[config.mk]
export PLATFORM = sky130hd
export DESIGN_NAME = first_fit_block_allocator_top
export DESIGN_NICKNAME = d
export VERILOG_FILES = /design/src/sv/ffa_pkg.sv /design/src/sv/first_fit_block_allocator_top.sv /design/src/sv/ffa_ram.sv /design/src/sv/ffa_ctrl.sv /design/src/sv/ffa_dp.sv
export SDC_FILE = /design/constraint.sdc
export NUM_CORES = 1
export LEC_CHECK = 0
export ABC_AREA = 1
export BUFFER_PORTS_ARGS = -buffer_cell sky130_fd_sc_hd__buf_2
export CELL_PAD_IN_SITES_DETAIL_PLACEMENT = 1
export CELL_PAD_IN_SITES_GLOBAL_PLACEMENT = 2
export CORE_MARGIN = 1.5
export CORE_UTILIZATION = 47
export CTS_CLUSTER_DIAMETER = 80
export DETAILED_ROUTE_END_ITERATION = 8
export GPL_TIMING_DRIVEN = 0
export PLACE_DENSITY_LB_ADDON = 0.05
export SKIP_LAST_GASP = 1
export SYNTH_ARGS = -nofsm -noshare
export SYNTH_HDL_FRONTEND = slang
export SYNTH_SLANG_ARGS = --single-unit
[constraint.sdc]
create_clock -name clk -period 9.4 [get_ports clk]
set_input_delay 0.94 -clock clk [delete_from_list [all_inputs] [get_ports clk]]
set_output_delay 0.94 -clock clk [all_outputs]
set_load 0.005 [all_outputs]
[src/sv/ffa_pkg.sv]
`timescale 1ns / 1ps
// Package for the first-fit block allocator: status and operation codes and the
// command and status structs between the controller and the datapath. No dependencies.
package ffa_pkg;

	localparam logic [2:0] ST_OK        = 3'd0;
	localparam logic [2:0] ST_NO_RUN    = 3'd1;
	localparam logic [2:0] ST_NOT_FOUND = 3'd2;
	localparam logic [2:0] ST_FULL      = 3'd3;
	localparam logic [2:0] ST_ZERO_LEN  = 3'd4;

	localparam logic OP_ALLOC = 1'b0;
	localparam logic OP_FREE  = 1'b1;

	typedef struct packed {
		logic       load;
		logic       clear_step;
		logic       slot_step;
		logic       run_step;
		logic       commit;
		logic       hit_step;
		logic       fill_step;
		logic       respond;
		logic [2:0] code;
	} dp_cmd_t;

	typedef struct packed {
		logic clear_last;
		logic op_free;
		logic len_zero;
		logic slot_found;
		logic slot_none;
		logic run_found;
		logic run_none;
		logic hit_found;
		logic hit_none;
		logic fill_last;
	} dp_stat_t;

endpackage

[src/sv/first_fit_block_allocator_top.sv]
`timescale 1ns / 1ps
// Allocate: the free-slot search and the block map scan (one block a cycle through the
// map RAM) set how long it takes at most. Free: the owner table scan sets it.
// Zero length: answered from the check state. One transaction at a time; done pulses
// one cycle per transaction. After reset the block map is cleared block by block with
// busy held high.
// Depends on ffa_pkg, ffa_ctrl, ffa_dp and ffa_ram.
module first_fit_block_allocator_top #(
	parameter int NUM_BLOCKS  = 64,
	parameter int MAX_ENTRIES = 16
) (
	input  logic        clk,
	input  logic        arst_n,
	input  logic        start,
	output logic        busy,
	input  logic        operation,
	input  logic [15:0] owner_id,
	input  logic [6:0]  run_length,
	output logic        done,
	output logic [2:0]  status,
	output logic [5:0]  start_block
);

	ffa_pkg::dp_cmd_t  cmd;
	ffa_pkg::dp_stat_t st;

	ffa_ctrl u_ctrl (
		.clk   (clk),
		.arst_n(arst_n),
		.start (start),
		.busy  (busy),
		.cmd   (cmd),
		.st    (st)
	);

	ffa_dp #(
		.NUM_BLOCKS (NUM_BLOCKS),
		.MAX_ENTRIES(MAX_ENTRIES)
	) u_dp (
		.clk        (clk),
		.arst_n     (arst_n),
		.operation  (operation),
		.owner_id   (owner_id),
		.run_length (run_length),
		.cmd        (cmd),
		.st         (st),
		.done       (done),
		.status     (status),
		.start_block(start_block)
	);

endmodule

[src/sv/ffa_ram.sv]
`timescale 1ns / 1ps
// Generic simple dual-port RAM: one write port, one read port with registered data.
// No dependencies.
module ffa_ram #(
	parameter int WIDTH = 8,
	parameter int DEPTH = 16
) (
	input  logic                     clk,
	input  logic                     we,
	input  logic [$clog2(DEPTH)-1:0] waddr,
	input  logic [WIDTH-1:0]         wdata,
	input  logic [$clog2(DEPTH)-1:0] raddr,
	output logic [WIDTH-1:0]         rdata
);

	logic [WIDTH-1:0] mem [DEPTH];

	always_ff @(posedge clk) begin
		if (we) begin
			mem[waddr] <= wdata;
		end
		rdata <= mem[raddr];
	end

endmodule

[src/sv/ffa_ctrl.sv]
`timescale 1ns / 1ps
// Controller state machine of the first-fit block allocator.
// Depends on ffa_pkg for the command and status structs and the status codes.
module ffa_ctrl (
	input  logic             clk,
	input  logic             arst_n,
	input  logic             start,
	output logic             busy,
	output ffa_pkg::dp_cmd_t cmd,
	input  ffa_pkg::dp_stat_t st
);

	localparam logic [2:0] S_CLEAR  = 3'd0;
	localparam logic [2:0] S_IDLE   = 3'd1;
	localparam logic [2:0] S_CHECK  = 3'd2;
	localparam logic [2:0] S_SLOT   = 3'd3;
	localparam logic [2:0] S_SCAN   = 3'd4;
	localparam logic [2:0] S_COMMIT = 3'd5;
	localparam logic [2:0] S_HIT    = 3'd6;
	localparam logic [2:0] S_FILL   = 3'd7;

	logic [2:0] state_q;
	logic [2:0] state_d;

	assign busy = (state_q != S_IDLE);

	always_comb begin
		state_d = state_q;
		cmd     = '0;
		cmd.code = ffa_pkg::ST_OK;
		case (state_q)
			S_CLEAR: begin
				cmd.clear_step = 1'b1;
				if (st.clear_last) begin
					state_d = S_IDLE;
				end
			end
			S_IDLE: begin
				if (start) begin
					cmd.load = 1'b1;
					state_d  = S_CHECK;
				end
			end
			S_CHECK: begin
				if (st.op_free) begin
					state_d = S_HIT;
				end else if (st.len_zero) begin
					cmd.respond = 1'b1;
					cmd.code    = ffa_pkg::ST_ZERO_LEN;
					state_d     = S_IDLE;
				end else begin
					state_d = S_SLOT;
				end
			end
			S_SLOT: begin
				cmd.slot_step = 1'b1;
				if (st.slot_found) begin
					state_d = S_SCAN;
				end else if (st.slot_none) begin
					cmd.respond = 1'b1;
					cmd.code    = ffa_pkg::ST_FULL;
					state_d     = S_IDLE;
				end
			end
			S_SCAN: begin
				cmd.run_step = 1'b1;
				if (st.run_found) begin
					state_d = S_COMMIT;
				end else if (st.run_none) begin
					cmd.respond = 1'b1;
					cmd.code    = ffa_pkg::ST_NO_RUN;
					state_d     = S_IDLE;
				end
			end
			S_COMMIT: begin
				cmd.commit = 1'b1;
				state_d    = S_FILL;
			end
			S_HIT: begin
				cmd.hit_step = 1'b1;
				if (st.hit_found) begin
					state_d = S_FILL;
				end else if (st.hit_none) begin
					cmd.respond = 1'b1;
					cmd.code    = ffa_pkg::ST_NOT_FOUND;
					state_d     = S_IDLE;
				end
			end
			S_FILL: begin
				cmd.fill_step = 1'b1;
				if (st.fill_last) begin
					cmd.respond = 1'b1;
					cmd.code    = ffa_pkg::ST_OK;
					state_d     = S_IDLE;
				end
			end
			default: begin
				state_d = S_IDLE;
			end
		endcase
	end

	always_ff @(posedge clk or negedge arst_n) begin
		if (!arst_n) begin
			state_q <= S_CLEAR;
		end else begin
			state_q <= state_d;
		end
	end

	// Every transaction ends in exactly one response and a return to idle.
	a_resp_idle: assert property (@(posedge clk) disable iff (!arst_n)
		cmd.respond |=> state_q == S_IDLE)
		else $error("response not followed by idle");

	a_accept_check: assert property (@(posedge clk) disable iff (!arst_n)
		start && !busy |=> state_q == S_CHECK)
		else $error("accepted transaction did not reach the check state");

	a_fill_hold: assert property (@(posedge clk) disable iff (!arst_n)
		state_q == S_FILL && !st.fill_last |=> state_q == S_FILL)
		else $error("run update left before its last block");

	a_run_excl: assert property (@(posedge clk) disable iff (!arst_n)
		!(st.run_found && st.run_none) && !(st.hit_found && st.hit_none))
		else $error("search reported both a match and no match");

endmodule

[src/sv/ffa_dp.sv]
`timescale 1ns / 1ps
// Datapath of the first-fit block allocator: block map RAM, owner table RAM,
// valid bits, scan counters and result registers. Depends on ffa_pkg and ffa_ram.
module ffa_dp #(
	parameter int NUM_BLOCKS  = 64,
	parameter int MAX_ENTRIES = 16
) (
	input  logic              clk,
	input  logic              arst_n,
	input  logic              operation,
	input  logic [15:0]       owner_id,
	input  logic [6:0]        run_length,
	input  ffa_pkg::dp_cmd_t  cmd,
	output ffa_pkg::dp_stat_t st,
	output logic              done,
	output logic [2:0]        status,
	output logic [5:0]        start_block
);

	localparam int BW = $clog2(NUM_BLOCKS);
	localparam int EW = $clog2(MAX_ENTRIES);
	localparam int CW = $clog2(NUM_BLOCKS + 1);
	localparam int LW = (CW > 7) ? CW + 1 : 8;
	localparam int SW = (BW > 7) ? BW + 1 : 8;
	localparam int TW = 16 + BW + 7;
	localparam logic [BW-1:0] BLAST = BW'(NUM_BLOCKS - 1);
	localparam logic [EW-1:0] ELAST = EW'(MAX_ENTRIES - 1);

	// Request fields.
	logic        op_q;
	logic [15:0] id_q;
	logic [6:0]  len_q;

	// Control registers.
	logic [BW-1:0]          blk_q;
	logic [EW-1:0]          ent_q;
	logic                   issue_q;
	logic                   blk_vld_s1;
	logic [BW-1:0]          blk_idx_s1;
	logic                   ent_vld_s1;
	logic [EW-1:0]          ent_idx_s1;
	logic [CW-1:0]          count_q;
	logic [MAX_ENTRIES-1:0] valid_q;
	logic [EW-1:0]          slot_q;
	logic [BW-1:0]          fill_ptr_q;
	logic [6:0]             rem_q;
	logic [BW-1:0]          res_start_q;
	logic                   done_q;
	logic [2:0]             status_q;
	logic [5:0]             start_q;

	// RAM ports.
	logic          map_we;
	logic [BW-1:0] map_waddr;
	logic          map_wdata;
	logic          map_used;
	logic [TW-1:0] tab_rdata;
	logic [15:0]   tab_owner;
	logic [BW-1:0] tab_start;
	logic [6:0]    tab_len;

	logic [LW-1:0]  cnt_inc;
	logic [SW-1:0]  rs_wide;
	logic [BW-1:0]  run_start;
	logic           run_hit;
	logic           ent_hit;
	logic [BW+5:0]  res_ext;

	assign map_we    = cmd.clear_step || cmd.fill_step;
	assign map_waddr = cmd.clear_step ? blk_q : fill_ptr_q;
	assign map_wdata = cmd.fill_step && (op_q == ffa_pkg::OP_ALLOC);

	ffa_ram #(
		.WIDTH(1),
		.DEPTH(NUM_BLOCKS)
	) u_map (
		.clk  (clk),
		.we   (map_we),
		.waddr(map_waddr),
		.wdata(map_wdata),
		.raddr(blk_q),
		.rdata(map_used)
	);

	ffa_ram #(
		.WIDTH(TW),
		.DEPTH(MAX_ENTRIES)
	) u_tab (
		.clk  (clk),
		.we   (cmd.commit),
		.waddr(slot_q),
		.wdata({id_q, res_start_q, len_q}),
		.raddr(ent_q),
		.rdata(tab_rdata)
	);

	assign tab_owner = tab_rdata[TW-1 -: 16];
	assign tab_start = tab_rdata[BW+6:7];
	assign tab_len   = tab_rdata[6:0];

	// A run ends on this block when the free count reaches the requested length.
	assign cnt_inc   = LW'(count_q) + LW'(1);
	assign run_hit   = blk_vld_s1 && !map_used && (cnt_inc == LW'(len_q));
	assign rs_wide   = SW'(blk_idx_s1) - SW'(len_q) + SW'(1);
	assign run_start = rs_wide[BW-1:0];
	assign ent_hit   = ent_vld_s1 && valid_q[ent_idx_s1] && (tab_owner == id_q);

	always_comb begin
		st            = '0;
		st.clear_last = cmd.clear_step && (blk_q == BLAST);
		st.op_free    = (op_q == ffa_pkg::OP_FREE);
		st.len_zero   = (len_q == 7'd0);
		st.slot_found = cmd.slot_step && !valid_q[ent_q];
		st.slot_none  = cmd.slot_step && valid_q[ent_q] && (ent_q == ELAST);
		st.run_found  = cmd.run_step && run_hit;
		st.run_none   = cmd.run_step && !run_hit && blk_vld_s1 && (blk_idx_s1 == BLAST);
		st.hit_found  = cmd.hit_step && ent_hit;
		st.hit_none   = cmd.hit_step && !ent_hit && ent_vld_s1 && (ent_idx_s1 == ELAST);
		st.fill_last  = cmd.fill_step && (rem_q == 7'd1);
	end

	always_ff @(posedge clk or negedge arst_n) begin
		if (!arst_n) begin
			blk_q      <= '0;
			ent_q      <= '0;
			issue_q    <= 1'b0;
			blk_vld_s1 <= 1'b0;
			blk_idx_s1 <= '0;
			ent_vld_s1 <= 1'b0;
			ent_idx_s1 <= '0;
			count_q    <= '0;
			valid_q    <= '0;
			slot_q     <= '0;
			fill_ptr_q <= '0;
			rem_q      <= '0;
			done_q     <= 1'b0;
		end else begin
			blk_vld_s1 <= cmd.run_step && issue_q;
			blk_idx_s1 <= blk_q;
			ent_vld_s1 <= cmd.hit_step && issue_q;
			ent_idx_s1 <= ent_q;
			done_q     <= cmd.respond;

			if (cmd.load) begin
				blk_q   <= '0;
				ent_q   <= '0;
				issue_q <= 1'b1;
				count_q <= '0;
			end
			if (cmd.clear_step) begin
				blk_q <= blk_q + BW'(1);
			end
			if (cmd.slot_step) begin
				ent_q <= ent_q + EW'(1);
				if (!valid_q[ent_q]) begin
					slot_q <= ent_q;
				end
			end
			if (cmd.run_step) begin
				if (issue_q) begin
					if (blk_q == BLAST) begin
						issue_q <= 1'b0;
					end else begin
						blk_q <= blk_q + BW'(1);
					end
				end
				if (blk_vld_s1) begin
					count_q <= map_used ? '0 : cnt_inc[CW-1:0];
				end
				if (run_hit) begin
					fill_ptr_q <= run_start;
					rem_q      <= len_q;
				end
			end
			if (cmd.hit_step) begin
				if (issue_q) begin
					if (ent_q == ELAST) begin
						issue_q <= 1'b0;
					end else begin
						ent_q <= ent_q + EW'(1);
					end
				end
				if (ent_hit) begin
					fill_ptr_q          <= tab_start;
					rem_q               <= tab_len;
					valid_q[ent_idx_s1] <= 1'b0;
				end
			end
			if (cmd.commit) begin
				valid_q[slot_q] <= 1'b1;
			end
			if (cmd.fill_step) begin
				fill_ptr_q <= fill_ptr_q + BW'(1);
				rem_q      <= rem_q - 7'd1;
			end
		end
	end

	assign res_ext = {6'd0, res_start_q};

	always_ff @(posedge clk) begin
		if (cmd.load) begin
			op_q  <= operation;
			id_q  <= owner_id;
			len_q <= run_length;
		end
		if (cmd.run_step && run_hit) begin
			res_start_q <= run_start;
		end else if (cmd.hit_step && ent_hit) begin
			res_start_q <= tab_start;
		end
		if (cmd.respond) begin
			status_q <= cmd.code;
			start_q  <= (cmd.code == ffa_pkg::ST_OK) ? res_ext[5:0] : 6'd0;
		end
	end

	assign done        = done_q;
	assign status      = status_q;
	assign start_block = start_q;

	a_resp_done: assert property (@(posedge clk) disable iff (!arst_n)
		cmd.respond |=> done_q && status_q == $past(cmd.code))
		else $error("response not presented on the result ports");

	a_err_zero: assert property (@(posedge clk) disable iff (!arst_n)
		done_q && status_q != ffa_pkg::ST_OK |-> start_q == 6'd0)
		else $error("error result carries a nonzero start block");

	a_commit_slot: assert property (@(posedge clk) disable iff (!arst_n)
		cmd.commit |-> !valid_q[slot_q])
		else $error("allocation overwrites a live table entry");

	a_fill_map: assert property (@(posedge clk) disable iff (!arst_n)
		cmd.fill_step && op_q == ffa_pkg::OP_ALLOC |-> rem_q != 7'd0)
		else $error("run update past the end of the run");

endmodule

==> results of run 1 <==
synthesized netlist by cell type (all sizes together):
| cell type | count |
|---|---|
| nand2 | 306 |
| a32o | 1 |
| buf | 19 |
| nand3 | 104 |
| a21oi | 22 |
| fa | 1 |
| nor4 | 10 |
| dfrtp | 67 |
| dfxtp | 30 |
| o21ai | 337 |
| o22ai | 90 |
| o221ai | 44 |
| xnor2 | 4 |
| o211ai | 25 |
| a31oi | 1 |
| clkbuf | 97 |
| clkinv | 2 |
| inv | 130 |
| nor3 | 19 |
| ha | 15 |
| xor2 | 13 |
| nand4 | 18 |
| mux2i | 8 |
| a221oi | 1 |
| or2 | 6 |
| nand3b | 1 |
| edfxtp | 567 |
| nor2 | 400 |
per-stage QoR:
stage	setup WS, ns	utilization [%]	hold WS [ns]
after global placement	4.667	49.41	0.3592
after floorplan	6.384	-	0.3487
after detailed placement	6.163	50.31	0.3608
after CTS	6.115	54.50	0.2698
after global routing	5.864	54.50	0.2921
final	6.052	54.50	0.2741
final cells by class:
cell class	count	area, um^2
plain buffers	116	483.0
fillers	5941	26200
well taps	765	957.2
multi-input cells	1426	7156
flip-flops and latches	664	19300
clock buffers	104	2067
diodes	1	2.502
inverters	132	495.5
repair buffers	55	578.1
clock inverters	32	344.1
logic make-up (layout without fill, tap and decap cells):
kind of cell             count (synthesis)  count (layout)
AO/OA/AOI/OAI                          521             521
XOR/XNOR                                17              17
adder cells (fa/ha/maj)                 16              16
buffers and inverters                  248             439
flip-flops                             664             664
multiplexers                             8               8
other                                    0               1
AND/OR/NAND/NOR                        864             864
where the power goes:
group | internal (W) | switching, W | leakage [nW]
Clock | 0.00171 | 0.00119 | 1.16
Sequential | 0.00316 | 0 | 5.67
Combinational | 0.00000469 | 0.00000775 | 3.73
Total | 0.00487 | 0.00120 | 10.6
worst max-delay path: stages, from the launching register on:
cell	delay, ns
sky130_fd_sc_hd__edfxtp_1	1.13
sky130_fd_sc_hd__inv_1	0.27
sky130_fd_sc_hd__nand3_1	0.19
sky130_fd_sc_hd__nand3_1	0.10
sky130_fd_sc_hd__nor2_1	0.13
sky130_fd_sc_hd__nand2_2	0.12
sky130_fd_sc_hd__nor2_8	0.19
sky130_fd_sc_hd__nand2_2	0.09
sky130_fd_sc_hd__nand3_2	0.09
sky130_fd_sc_hd__nand2_2	0.11
sky130_fd_sc_hd__inv_1	0.08
sky130_fd_sc_hd__nand4_1	0.41
state kept, by name, indices dropped and copies added, names as in the netlist, 7 cells and up:
signal / count
u_dp.u_tab.mem: 464
u_dp.u_map.mem: 64
u_dp.u_tab.rdata: 29
u_dp.id_q: 16
u_dp.valid_q: 16
u_dp.count_q: 7
u_dp.len_q: 7
u_dp.rem_q: 7
path summary, 6_finish.rpt:
| path | startpoint | to | slack (ns) | cells after the start |
|---|---|---|---|---|
| max in group asynchronous | arst_n | u_dp.rem_q[4] | 8.55 | 2 |
| setup / recovery | u_dp.len_q[2] | u_dp.start_block[2] | 6.05 | 11 |
| setup reg to reg | u_dp.len_q[2] | u_dp.start_block[2] | 6.05 | 11 |
| hold / removal | arst_n | u_dp.done | 0.27 | 1 |
| min in group clk | u_dp.blk_q[3] | u_dp.blk_idx_s1[3] | 0.38 | 0 |
| hold reg to reg | u_dp.blk_q[3] | u_dp.blk_idx_s1[3] | 0.38 | 0 |
per-layer routing:
layer | track usage (%) | up-vias | wire, um
met2 | 47.43 | 614 | 40520
li1 | - | 8645 | -
met5 | 0 | - | 0
met4 | 7.879 | 0 | 2122
met1 | 41.82 | 9794 | 38570
met3 | 4.094 | 140 | 4914
cells in the final DEF (no fill, tap or decap), types with 5 or more instances in the layout:
cell | Yosys | layout
sky130_fd_sc_hd__clkinv_1 | 2 | 13
sky130_fd_sc_hd__nor2_4 | 3 | 20
sky130_fd_sc_hd__clkinv_2 | 0 | 6
sky130_fd_sc_hd__nor4_1 | 10 | 10
sky130_fd_sc_hd__o211ai_1 | 25 | 25
sky130_fd_sc_hd__clkbuf_16 | 0 | 76
sky130_fd_sc_hd__clkbuf_1 | 97 | 119
sky130_fd_sc_hd__nand2_1 | 299 | 299
sky130_fd_sc_hd__a21oi_1 | 21 | 21
sky130_fd_sc_hd__edfxtp_1 | 567 | 567
sky130_fd_sc_hd__dfxtp_1 | 30 | 30
sky130_fd_sc_hd__xor2_1 | 13 | 13
sky130_fd_sc_hd__o21ai_0 | 321 | 321
sky130_fd_sc_hd__nand2_2 | 6 | 6
sky130_fd_sc_hd__mux2i_1 | 8 | 8
sky130_fd_sc_hd__o22ai_1 | 90 | 90
sky130_fd_sc_hd__inv_2 | 11 | 12
sky130_fd_sc_hd__o221ai_1 | 44 | 44
sky130_fd_sc_hd__clkbuf_8 | 0 | 6
sky130_fd_sc_hd__ha_1 | 15 | 15
sky130_fd_sc_hd__nand3_1 | 99 | 99
sky130_fd_sc_hd__inv_1 | 119 | 118
sky130_fd_sc_hd__nand4_1 | 18 | 18
sky130_fd_sc_hd__nor2_2 | 5 | 5
sky130_fd_sc_hd__buf_2 | 11 | 47
sky130_fd_sc_hd__buf_12 | 0 | 14
sky130_fd_sc_hd__nor2_1 | 391 | 374
sky130_fd_sc_hd__dfrtp_1 | 67 | 67
sky130_fd_sc_hd__o21ai_1 | 12 | 12
sky130_fd_sc_hd__nor3_1 | 19 | 19
sky130_fd_sc_hd__bufinv_16 | 0 | 6
==> reports/results.ini, run 1 <==
[synth]
postSynthRegisterBits=664
sequential_element_share_of_the_synthesized_area_pct=70.68
synthesis.area_um2=27310
synth_top_family_by_area=simple AND/OR/NAND/NOR gates
yosys.area_share.simple_pct=13.15
post_synthesis_share_of_cell_area_spent_on_full_adders_half_adders_and_majority_gates_pct=0.7605
synth_mux_area_share_pct=0.2932
area_fraction_in_compound_gates_after_synthesis_pct=10.98
synth.area.top_cells=sky130_fd_sc_hd__edfxtp_1, sky130_fd_sc_hd__dfrtp_1, sky130_fd_sc_hd__o21ai_0
count_of_warnings_emitted_by_yosys=0
synth_top_area_cell=sky130_fd_sc_hd__edfxtp_1
synthXorXnorAreaFrac_pct=0.5452
yosysTopAreaCellShare_pct=62.34
synth.net_count=2381
gate_count_of_the_mapped_netlist=2338
syn_area_per_cell_um2=11.68
yosys.cell_types.count=45

[worst_setup_path]
critical_path_class=reg2reg
setup.worst_path.start_class=flop
worst-path-max-fanout=19
worst_setup_path_end_kind=flop
timing.critical_path.required_ns=9.60
cp_data_arrival_time_ns=3.55

[floorplanning]
pin_count=38
floorplan.die_area_um2=59560
core-area_um2=57590
die_outline_height_um=244.1
core.rowCount=88
floorplan.initialDensity_pct=47.43
floorplan_die_width_um=244.1

[detailed_routing]
routed_wire_length_per_instance_um=26.14
antenna_left=0
detail_route.wirelength_um=86130
num_vias=19193
detail_route.vias_per_cell=5.825
initial_drc_count=1460
post-route-drc-count=0
firstDrtPassIters=5

[clock_network]
post-cts-setup-buffers=0
htree_num_levels=3
cts-hold-fix-buffers=0
post_cts_resized=0
clkSinkCount=664
cts_inserted_buffers=74
ctsRootBufferMaster=sky130_fd_sc_hd__clkbuf_16
clock_edge_transition_at_the_registers_on_the_reported_setup_and_hold_paths_ns=0.06
clock_tree_from_tritoncts=yes
clk_latency_ns=0.63
clock_path_buffers=3

[sta]
clock_skew_ns=0.02121
worstMarginPinSlew_ns=1.223
fin_tns_setup_ns=0
maxClockFrequency_ghz=0.2987
rsz0062_at_grt=false
finalCriticalPeriod_ns=3.348
min_period_over_period_pct=35.62
timing.slew.headroom_pct=18.50
timing_max_transition_violations_final=0
finalHoldViolations=0
setup_viol=0

[global_route]
grt_pass1_wl_um=128500
number_of_antenna_violations_at_the_first_check_in_global_routing=0
track_usage_pct=29.35
overflow=0
via_count_of_the_first_global_routing_pass=20015
grt_max_degree=47

[power]
ir_drop_uv=189.9
total_leakage_power_nw=10.56
power-per-cell-area_nw_per_um2=193.3
fin_total_pwr_w=0.006066

[placed_design]
number_of_buffer_cells_added_on_primary_ports=37
gp_routability_congestion=0.8335
dpl.hpwl_um=58420
post_dp_cell_area_um2=28970
place.detailed.instances=3158

[job]
max_cap_violations=0

[layout]
share_of_final_layout_standard_cells_stronger_than_drive_strength_1_pct=9.134
final_cells=3295
finalInstanceArea_um2=31390
areaGrowthSynthToFinish_pct=14.93
num-nets-final=2512

[run_status]
outcome=finished, final reports clean

[min_path]
min_path_type=in2async

Power figures use the tool's default switching activity.
==> run 2: changes to the inputs <==
--- a/config.mk
+++ b/config.mk
@@ -10,7 +10,7 @@
 export CELL_PAD_IN_SITES_DETAIL_PLACEMENT = 1
 export CELL_PAD_IN_SITES_GLOBAL_PLACEMENT = 2
 export CORE_MARGIN = 1.5
-export CORE_UTILIZATION = 47
+export CORE_UTILIZATION = 44
 export CTS_CLUSTER_DIAMETER = 80
 export DETAILED_ROUTE_END_ITERATION = 8
 export GPL_TIMING_DRIVEN = 0
==> constraint.sdc (replaced) <==
create_clock -name clk -period 3.1 [get_ports clk]
set_input_delay 0.31 -clock clk [delete_from_list [all_inputs] [get_ports clk]]
set_output_delay 0.31 -clock clk [all_outputs]
set_load 0.005 [all_outputs]
==> reports/results.ini, run 2 (synthesis results as in run 1) <==
[run_status]
outcome=finished, final reports clean

[global_route]
track_usage_pct=27.96
overflow=0
number_of_antenna_violations_at_the_first_check_in_global_routing=3
grt_max_degree=56
via_count_of_the_first_global_routing_pass=19920
grt_pass1_wl_um=129900

[detailed_routing]
initial_drc_count=1583
detail_route.vias_per_cell=5.743
firstDrtPassIters=5
antenna_left=0
num_vias=19405
post-route-drc-count=0
detail_route.wirelength_um=88450
routed_wire_length_per_instance_um=26.18

[layout]
num-nets-final=2576
top_regs=u_dp.u_tab.mem: 464 flops, u_dp.u_map.mem: 64 flops, u_dp.u_tab.rdata: 29 flops
share_of_final_layout_standard_cells_stronger_than_drive_strength_1_pct=10.43
areaGrowthSynthToFinish_pct=17.10
largest_register=u_dp.u_tab.mem
most_common_cell_after_layout_fill_and_taps_aside=sky130_fd_sc_hd__edfxtp_1
mostFrequentLayoutCells=sky130_fd_sc_hd__edfxtp_1, sky130_fd_sc_hd__nor2_1, sky130_fd_sc_hd__o21ai_0, sky130_fd_sc_hd__nand2_1, sky130_fd_sc_hd__inv_1
finalInstanceArea_um2=31980
largest_register_ff_count=464

[clock_network]
clock_path_buffers=3
clk_latency_ns=0.61
clkSinkCount=664
cts_inserted_buffers=73
htree_num_levels=3
clock_tree_from_tritoncts=yes
ctsRootBufferMaster=sky130_fd_sc_hd__clkbuf_16
clock_edge_transition_at_the_registers_on_the_reported_setup_and_hold_paths_ns=0.06

[floorplanning]
core-area_um2=61480
core.rowCount=91
pin_count=38
die_outline_height_um=252.1
floorplan_die_width_um=252.1
floorplan.die_area_um2=63570
floorplan.initialDensity_pct=44.42

[sta]
worstMarginPinSlew_ns=1.057
setup_viol=0
final.setup.worst_slack_ns=0.05026
finalCriticalPeriod_ns=3.050
timing_max_transition_violations_final=0
min_period_over_period_pct=98.38
whs_ns=0.1242
finalHoldViolations=0
maxClockFrequency_ghz=0.3279
clock_skew_ns=0.02698
timing.slew.headroom_pct=29.51
rsz0062_at_grt=false

[power]
fin_total_pwr_w=0.01811
power-per-cell-area_nw_per_um2=566.3
ir_drop_uv=506.9
total_leakage_power_nw=10.89

[worst_setup_path]
timing.critical_path.required_ns=3.55
worst_setup_path_end_kind=flop
cp_data_arrival_time_ns=3.50
critical_path_class=reg2reg
worst-path-max-fanout=10
setup.worst_path.start_class=flop

[placed_design]
post-place-ws_ns=-0.1520
dpl.hpwl_um=60220
gp_routability_congestion=0.8391
post_dp_cell_area_um2=29110
number_of_buffer_cells_added_on_primary_ports=37

[job]
max_cap_violations=0

[min_path]
min_path_type=in2async

-- run 2: report_power, final --
| part | internal [W] | switching, W | total, W |
|---|---|---|---|
| sequential | 0.00957 | 0 | 0.00957 |
| combinational | 0.0000357 | 0.0000274 | 0.0000630 |
| clock | 0.00495 | 0.00353 | 0.00848 |
| total | 0.0146 | 0.00356 | 0.0181 |
-- run 2: stage by stage --
stage	cells	utilization [%]	TNS (ns)
global route	3378	52.01	0
floorplan	2338	-	0
finish	3379	52.01	0
detailed placement	3184	47.34	-1.592
CTS	3341	51.50	0
global placement	3165	46.33	-658.70
-- run 2: worst paths after layout --
check / startpoint / to / slack, ns / cells after the start
setup / recovery: u_dp.ent_q[2] / u_dp.u_tab.rdata[6] / 0.05 / 7
hold / removal: arst_n / u_dp.valid_q[6] / 0.12 / 2
setup reg to reg: u_dp.ent_q[2] / u_dp.u_tab.rdata[6] / 0.05 / 7
hold reg to reg: u_dp.blk_q[2] / u_dp.blk_idx_s1[2] / 0.38 / 0
max in group asynchronous: arst_n / u_dp.count_q[5] / 2.39 / 3
min in group clk: start / u_dp.count_q[0] / 0.27 / 4
-- run 2: area by class of cell --
| type | count | area, um^2 |
|---|---|---|
| clock inverters | 27 | 271.5 |
| inverters | 132 | 495.5 |
| flip-flops and latches | 664 | 19300 |
| well taps | 790 | 988.4 |
| fillers | 6440 | 29500 |
| plain buffers | 116 | 489.2 |
| multi-input cells | 1426 | 7158 |
| clock buffers | 103 | 2014 |
| diodes | 1 | 2.502 |
| repair buffers | 120 | 1256 |
-- run 2: worst max-delay path, stage by stage (launching register included) --
cell and delay, ns:
sky130_fd_sc_hd__dfrtp_1 0.38, sky130_fd_sc_hd__buf_2 0.21, sky130_fd_sc_hd__inv_1 0.16, sky130_fd_sc_hd__clkbuf_1 0.45, sky130_fd_sc_hd__clkbuf_1 0.73, sky130_fd_sc_hd__o221ai_1 0.42, sky130_fd_sc_hd__nand3_1 0.36, sky130_fd_sc_hd__nand3_1 0.18
-- run 2: repair_timing --
action	4_1_cts	5_1_grt
setup buffers	2	37
pin swaps	0	1
endpoints found under the setup margin	15	12
resized for setup	3	5
hold endpoints to repair	91	0
hold buffers	25	0
-- run 2: layer usage --
metal	wire length (um)	track usage, %	vias up
met5	0	0	-
met2	41530	45.51	587
met1	39060	39.64	9925
li1	-	-	8774
met3	6021	3.697	119
met4	1844	7.476	0
